$ cat src/rtl/hhlp_pkg.sv
// hhlp_pkg: shared types and constants for the HTTP header line parser.
// Parse states, byte tags, character codes and the classifier structs.
// No dependencies.
package hhlp_pkg;

    localparam int unsigned ByteW  = 8;
    localparam int unsigned CountW = 9;
    localparam int unsigned KindW  = 3;

    localparam logic [CountW-1:0] MaxValueLenReset = 9'd256;

    localparam logic [ByteW-1:0] ChColon = 8'h3A;
    localparam logic [ByteW-1:0] ChSpace = 8'h20;
    localparam logic [ByteW-1:0] ChCr    = 8'h0D;
    localparam logic [ByteW-1:0] ChLf    = 8'h0A;

    typedef enum logic [3:0] {
        ST_START = 4'd0,
        ST_KEY   = 4'd1,
        ST_COLON = 4'd2,
        ST_SPACE = 4'd3,
        ST_VALUE = 4'd4,
        ST_VCR   = 4'd5,
        ST_LINE  = 4'd6,
        ST_ENDCR = 4'd7,
        ST_BODY  = 4'd8,
        ST_ERROR = 4'd9
    } t_parse_state;

    typedef enum logic [KindW-1:0] {
        K_SKIP  = 3'd0,
        K_KEY   = 3'd1,
        K_COLON = 3'd2,
        K_VALUE = 3'd3,
        K_PAIR  = 3'd4,
        K_END   = 3'd5,
        K_ERR   = 3'd6,
        K_BODY  = 3'd7
    } t_kind;

    typedef struct packed {
        t_parse_state       state;
        logic [CountW-1:0]  count;
        logic               err;
    } t_parse_ctx;

    typedef struct packed {
        t_parse_ctx ctx;
        t_kind      kind;
    } t_cls_result;

endpackage

$ cat src/rtl/hhlp_classify.sv
// hhlp_classify: combinational byte classifier and next-state logic.
// Given the parse context and one byte, yields the tag and the new context.
// Depends on hhlp_pkg.
module hhlp_classify (
    input  hhlp_pkg::t_parse_ctx           i_ctx,
    input  logic [hhlp_pkg::CountW-1:0]    i_max_len,
    input  logic [hhlp_pkg::ByteW-1:0]     i_byte,
    input  logic                           i_restart,
    output hhlp_pkg::t_cls_result          o_result
);
    import hhlp_pkg::*;

    t_parse_ctx cur;
    t_parse_ctx nxt;
    t_kind      kind;
    logic       is_cr;
    logic       is_lf;

    assign is_cr = (i_byte == ChCr);
    assign is_lf = (i_byte == ChLf);

    always_comb begin
        cur = i_ctx;
        if (i_restart) begin
            cur.state = ST_START;
            cur.count = '0;
            cur.err   = 1'b0;
        end
        nxt  = cur;
        kind = K_ERR;
        unique case (cur.state)
            ST_START: begin
                if (is_cr || is_lf) begin
                    kind = K_SKIP;
                end else begin
                    nxt.state = ST_KEY;
                    kind      = K_KEY;
                end
            end
            ST_KEY: begin
                if (i_byte == ChColon) begin
                    nxt.state = ST_COLON;
                    kind      = K_COLON;
                end else if (is_cr || is_lf) begin
                    nxt.state = ST_ERROR;
                    nxt.err   = 1'b1;
                end else begin
                    kind = K_KEY;
                end
            end
            ST_COLON: begin
                if (i_byte == ChSpace) begin
                    nxt.state = ST_SPACE;
                    kind      = K_COLON;
                end else begin
                    nxt.state = ST_ERROR;
                    nxt.err   = 1'b1;
                end
            end
            ST_SPACE: begin
                nxt.state = ST_VALUE;
                nxt.count = CountW'(1);
                kind      = K_VALUE;
            end
            ST_VALUE: begin
                if (is_cr) begin
                    nxt.state = ST_VCR;
                    kind      = K_SKIP;
                end else if (cur.count >= i_max_len) begin
                    nxt.state = ST_ERROR;
                    nxt.err   = 1'b1;
                end else begin
                    nxt.count = cur.count + CountW'(1);
                    kind      = K_VALUE;
                end
            end
            ST_VCR: begin
                if (is_lf) begin
                    nxt.state = ST_LINE;
                    nxt.count = '0;
                    kind      = K_PAIR;
                end else begin
                    nxt.state = ST_ERROR;
                    nxt.err   = 1'b1;
                end
            end
            ST_LINE: begin
                if (is_cr) begin
                    nxt.state = ST_ENDCR;
                    kind      = K_SKIP;
                end else begin
                    nxt.state = ST_KEY;
                    kind      = K_KEY;
                end
            end
            ST_ENDCR: begin
                if (is_lf) begin
                    nxt.state = ST_BODY;
                    kind      = K_END;
                end else begin
                    nxt.state = ST_ERROR;
                    nxt.err   = 1'b1;
                end
            end
            ST_BODY: begin
                kind = K_BODY;
            end
            default: begin
                // error state and unused codes
                nxt.state = ST_ERROR;
                nxt.err   = 1'b1;
            end
        endcase
    end

    assign o_result.ctx  = nxt;
    assign o_result.kind = kind;

endmodule

$ cat src/rtl/http_header_line_parser_unit.sv
// http_header_line_parser_unit: top level of the HTTP header line parser.
// Input register, classifier and result register with stream handshakes.
// Depends on hhlp_pkg and hhlp_classify.

// Tags each header byte (key, colon, value, pair done, headers end, error,
// body or skipped) at one byte per clock while the output side keeps up. A
// transaction is held in an input register, classified combinationally by
// hhlp_classify against the parse state, value counter and sticky error, and
// the tag is written to the result register; the parse state advances as the
// transaction moves across. tuser bit 0 on the input restarts the parser
// before that byte. The value length limit is written through i_cfg_wr_en;
// the user must write it only while idle; the block does not enforce this.
module http_header_line_parser_unit (
    input  logic                          i_clk,
    input  logic                          i_rst_n,
    input  logic                          i_cfg_wr_en,
    input  logic [hhlp_pkg::CountW-1:0]   i_cfg_wr_data,  // max_value_len
    input  logic                          s_axis_tvalid,
    output logic                          s_axis_tready,
    input  logic [7:0]                    s_axis_tdata,   // [7:0] byte_in
    input  logic                          s_axis_tuser,   // [0] restart
    output logic                          m_axis_tvalid,
    input  logic                          m_axis_tready,
    output logic [7:0]                    m_axis_tdata,   // [7:0] byte_out
    output logic [3:0]                    m_axis_tuser    // [2:0] kind, [3] error_flag
);
    import hhlp_pkg::*;

    logic                r_in_valid;
    logic [ByteW-1:0]    r_in_byte;
    logic                r_in_restart;
    logic                r_out_valid;
    logic [ByteW-1:0]    r_out_byte;
    t_kind               r_out_kind;
    logic                r_out_err;
    t_parse_ctx          r_ctx;
    logic [CountW-1:0]   r_max_len;
    t_cls_result         cls;
    logic                advance;

    assign advance       = r_in_valid && (!r_out_valid || m_axis_tready);
    assign s_axis_tready = !r_in_valid || advance;

    hhlp_classify u_classify (
        .i_ctx     (r_ctx),
        .i_max_len (r_max_len),
        .i_byte    (r_in_byte),
        .i_restart (r_in_restart),
        .o_result  (cls)
    );

    always_ff @(posedge i_clk) begin
        if (!i_rst_n) begin
            r_in_valid  <= 1'b0;
            r_out_valid <= 1'b0;
            r_ctx.state <= ST_START;
            r_ctx.count <= '0;
            r_ctx.err   <= 1'b0;
            r_max_len   <= MaxValueLenReset;
        end else begin
            if (i_cfg_wr_en) begin
                r_max_len <= i_cfg_wr_data;
            end
            if (s_axis_tvalid && s_axis_tready) begin
                r_in_valid <= 1'b1;
            end else if (advance) begin
                r_in_valid <= 1'b0;
            end
            if (advance) begin
                r_out_valid <= 1'b1;
                r_ctx       <= cls.ctx;
            end else if (m_axis_tready) begin
                r_out_valid <= 1'b0;
            end
        end
    end

    always_ff @(posedge i_clk) begin
        if (s_axis_tvalid && s_axis_tready) begin
            r_in_byte    <= s_axis_tdata;
            r_in_restart <= s_axis_tuser;
        end
        if (advance) begin
            r_out_byte <= r_in_byte;
            r_out_kind <= cls.kind;
            r_out_err  <= cls.ctx.err;
        end
    end

    assign m_axis_tvalid = r_out_valid;
    assign m_axis_tdata  = r_out_byte;
    assign m_axis_tuser  = {r_out_err, r_out_kind};

endmodule
$ cat config.mk
export PLATFORM = sky130hd
export DESIGN_NAME = http_header_line_parser_unit
export DESIGN_NICKNAME = d
export VERILOG_FILES = /design/src/rtl/hhlp_pkg.sv /design/src/rtl/hhlp_classify.sv /design/src/rtl/http_header_line_parser_unit.sv
export SDC_FILE = /design/constraint.sdc
export NUM_CORES = 1
export LEC_CHECK = 0
export BUFFER_PORTS_ARGS = -buffer_cell sky130_fd_sc_hd__buf_4
export CAP_MARGIN = 20
export CORE_MARGIN = 2
export CORE_UTILIZATION = 51
export CTS_CLUSTER_DIAMETER = 80
export CTS_CLUSTER_SIZE = 40
export DETAILED_ROUTE_END_ITERATION = 12
export MAX_ROUTING_LAYER = met4
export PLACE_DENSITY = 0.82
export REMOVE_ABC_BUFFERS = 1
export SLEW_MARGIN = 20
export SYNTH_ARGS = -nofsm -noshare
export SYNTH_HDL_FRONTEND = slang
export SYNTH_SLANG_ARGS = --single-unit
$ cat constraint.sdc
create_clock -name i_clk -period 2.3 [get_ports i_clk]
set_input_delay 0.69 -clock i_clk [delete_from_list [all_inputs] [get_ports i_clk]]
set_output_delay 0.69 -clock i_clk [all_outputs]
set_load 0.02 [all_outputs]
==> impl_summary.log <==
INFO  metric numCtsBuffers = 5
INFO  metric clockPowerShare = 0.336
INFO  metric die_area = around 5700 µm²
INFO  metric layout-drive-gt1-share = 0.326
INFO  metric worstSetupPathDepth = 9
INFO  metric syn_area = around 2600 µm²
INFO  metric cp_cell_sequence = buf_6, nor2b_2, ha_1, a211o_1, a221oi_4, a211o_1, buf_4, and3_1, o311a_1
INFO  metric worst_r2r_endpoint = r_ctx[2]
INFO  metric floorplan.io_pins = 37
INFO  metric row_count = 25
INFO  metric setup_viol_count_final = 6
INFO  metric finalWeightedCongestion = between 0.9 and 1
INFO  metric max_clock_freq = approximately 0.42 GHz
INFO  metric worstRegToRegCells = 9
INFO  metric flow.area_growth_from_synthesis = 30.8%
INFO  metric grt_pass1_vias = 2306
INFO  metric comb_power_share = 0.158
INFO  metric ys.flop_type = dfxtp_1
INFO  metric share_of_synthesized_area_occupied_by_flip_flops_and_latches = 0.435
INFO  metric antennaDiodeCount = 0
INFO  metric floorplan.initialDensity = 0.539
INFO  metric hold_slack = around 0.51 ns
INFO  metric clock_tree.htree_level_count = 2
INFO  metric status = finished with violations
INFO  metric reg2reg_setup_slack = -0.09 ns
INFO  metric grt_start_max_net_pins = 18
INFO  metric detail-route-antenna-nets = 0
INFO  metric synth-seq-cells = 46
INFO  metric min_path_type = reg2reg
INFO  metric global_route.usage.total = 0.259
INFO  metric die_height = ~75 µm
INFO  metric critical_path.endpoint = r_ctx[2]
INFO  metric worstMarginPinSlew = roughly 0.50 ns
INFO  metric pre_cts_slack = -0.150 ns
INFO  metric clock-root-buffer = clkbuf_8
INFO  metric drt_pre_antenna_iters = 5
INFO  metric vias_per_inst = ~6.1
INFO  metric synth.most_common_cell = nor2_1
INFO  metric remaining_drc_errors = 0
INFO  metric timing.critical_path.slowest_cell_delay = 0.49 ns
INFO  metric synth_top_cell_by_area = edfxtp_1
INFO  metric synth_area_per_cell = between 9 and 10 µm²
INFO  metric cts_num_sinks = 46
INFO  metric wl_per_cell = about 17 µm
INFO  metric chipWidth = 75.4 µm
INFO  metric wire_length_of_the_first_global_routing_pass = roughly 11 mm
INFO  metric clock_tree_from_tritoncts = done
INFO  metric static_power_due_to_leakage = roughly 1.3 nW
INFO  metric io_buffers = 36
INFO  metric synthTopCellsByCount = nor2_1 (26), dfxtp_1 (25), edfxtp_1 (21), nand2_1 (21), a21oi_1 (19)
INFO  metric drt_iter0_drc = about 460
INFO  metric crit_path_start_kind = register
INFO  metric p_int = 1.36 mW
INFO  metric final-instance-count-excl-fill = around 410
INFO  metric crit_family = compound AO/OA/AOI/OAI gates
INFO  metric failed_checks = setup timing
INFO  metric yosys.area_share.xor_xnor = 0
INFO  metric finalWorstSetupSlack = -0.0863 ns
INFO  metric power.switching_fraction = 0.266
INFO  metric finish.utilization = 0.706
INFO  metric design.core.area = around 4800 µm²
INFO  metric cts.reportedPaths.clkPinSlew = approximately 0.090 ns
INFO  metric cp_common_cell = a211o_1
INFO  metric post_dp_cell_area = between 3000 and 4000 µm²
INFO  metric yosys_warnings = 0
INFO  metric worst-endpoint-required = ~2.5 ns
INFO  metric power.density_cell_area = 543 nW/µm²
INFO  metric slew_headroom = 0.663
INFO  metric timing_max_transition_violations_final = 0
INFO  metric cp.buffers_inverters = 2
INFO  metric synth_top_cells_by_area = edfxtp_1 (24%), dfxtp_1 (19%), ha_1 (4.3%)
INFO  metric timing.setup.critical_path_class = reg2reg
INFO  metric reg2reg_from = r_in_restart
INFO  metric rsz0062_at_grt = true
INFO  metric final_net_count = between 300 and 400
INFO  metric drt-total-wl = roughly 7.0 mm
INFO  metric synth_fa_ha_area_frac = 0.0433
INFO  metric layout.cell_area.non_filler = 3400 µm²
INFO  metric asyncSetResetFlopFracSynth = 0
INFO  metric post_synth_and_or_nand_nor_area_fraction = 0.251
INFO  metric cts.path.max_buffers = 2
INFO  metric peak_supply_drop = 0.000351 V
INFO  metric syn-instance-count = 284
INFO  metric timing_hold_violations_final = 0
INFO  metric insertion_delay = 0.30 ns
INFO  metric edff_count_synth = 21
INFO  metric clock_period_minus_worst_slack = about 2.4 ns
INFO  metric initial_antenna_violation_count = 0
INFO  metric dp.cells = around 400
INFO  metric crit_start = r_in_restart
INFO  metric dpl.hpwl = approximately 4.8 mm
INFO  metric synth_compound_gate_area_share = 0.186
INFO  metric switching_power = around 0.49 mW
INFO  metric critPathSlowestCell = edfxtp_1
INFO  metric yosysUniqueCellTypes = between 50 and 60
INFO  metric seq_power_share = 0.505
INFO  metric synth_top_cell_area_share = 0.243
INFO  metric synth.area.mux_share = 0.0347
INFO  metric critical_path_peak_fanout = 5
INFO  metric cap_viol_max_count = 0
INFO  metric clock-skew-final = about 0.0073 ns
INFO  metric num_vias = 2534
INFO  metric worstPathArrival = about 2.6 ns
INFO  metric synth_top_family_by_area = simple AND/OR/NAND/NOR gates
INFO  metric grt_remaining_overflow = 0
INFO  metric timing.critical_path.to_type = register
INFO  metric post-route-period-util = 1.04
-- registers in the layout, summed over array words and instances, names as in the netlist --
register / cells
m_axis_tdata: 8
r_max_len: 9
r_out_kind: 3
r_in_byte: 8
r_in_restart: 1
r_in_valid: 1
m_axis_tvalid: 1
r_out_err: 1
r_ctx: 14
-- power groups by stage --
stage / Sequential [mW] / Combinational (mW) / Clock, mW
2_1_floorplan: 0.961 / 0.124 / 0
3_3_place_gp: 0.948 / 0.252 / 0
3_5_place_dp: 0.949 / 0.260 / 0
4_1_cts: 0.931 / 0.268 / 0.624
5_1_grt: 0.938 / 0.316 / 0.653
6_report: 0.933 / 0.292 / 0.621
-- final cells by class --
type,instances,area (µm²)
Multi-Input combinational cell,207,1480
Fill cell,364,1420
Sequential cell,46,1130
Timing Repair Buffer,69,529
Tap cell,67,83.8
Clock buffer,5,68.8
Inverter,17,63.8
Clock inverter,3,43.8
-- layout by cell type, fill, tap and decap left out, types with 4 or more instances in the layout --
cell	instances
buf_4	66
nor2_1	26
dfxtp_1	25
edfxtp_1	21
a21oi_1	18
nand2_1	17
inv_1	14
o21ai_0	12
nand3_1	9
mux2i_1	9
o211ai_1	7
nand4_1	7
nor2b_1	7
ha_1	7
and3_1	6
nor3_1	6
a31oi_1	5
clkbuf_8	5
nand2b_1	4
nand2_2	4
-- worst reg2reg max path, cell delays in order (launching register included) --
cell and delay, ns:
edfxtp_1 0.49, buf_6 0.18, nor2b_2 0.16, ha_1 0.20, a211o_1 0.17, a221oi_4 0.05
a211o_1 0.34, buf_4 0.17, and3_1 0.19, o311a_1 0.33
-- logic make-up after synthesis --
group / count (synthesis)
AOI/OAI and AO/OA: 70
adders and majority gates: 9
buffers and inverters: 31
DFF: 46
and+or+nand+nor: 119
muxes: 9
-- through the flow --
| stage | power (mW) | TNS [ns] |
|---|---|---|
| after floorplan | 1.09 | -3.67 |
| after global placement | 1.20 | -0.222 |
| after detailed placement | 1.21 | -0.998 |
| after CTS | 1.82 | -0.0709 |
| after global routing | 1.91 | -1.36 |
| final | 1.85 | -0.265 |
-- worst min-delay path by stage --
| stage | from | end | slack, ns | depth (start not counted) |
|---|---|---|---|---|
| 2_1_floorplan | r_in_byte[6] | m_axis_tdata[6] | 0.45 | 0 |
| 3_3_place_gp | r_in_byte[6] | m_axis_tdata[6] | 0.46 | 0 |
| 3_5_place_dp | r_in_byte[7] | m_axis_tdata[7] | 0.48 | 0 |
| 4_1_cts | r_in_byte[7] | m_axis_tdata[7] | 0.50 | 0 |
| 5_1_grt | r_in_byte[6] | m_axis_tdata[6] | 0.52 | 0 |
| 6_report | r_in_byte[6] | m_axis_tdata[6] | 0.51 | 0 |
-- repair_timing --
action                                  CTS  global route
endpoints found under the setup margin   15            15
gates resized for setup                   9            26
hold buffers                              0             0
pin swaps                                 6            11
buffers inserted                          3             1
-- per-layer routing --
| layer | part of all wire | vias to the layer above | global-route usage |
|---|---|---|---|
| met5 | 0 | - | - |
| met4 | 0.036 | 0 | 0.115 |
| met3 | 0.081 | 29 | 0.0450 |
| met2 | 0.47 | 150 | 0.393 |
| met1 | 0.41 | 1180 | 0.339 |
| li1 | - | 1175 | - |
No activity file was read; power rests on OpenSTA's default activity.
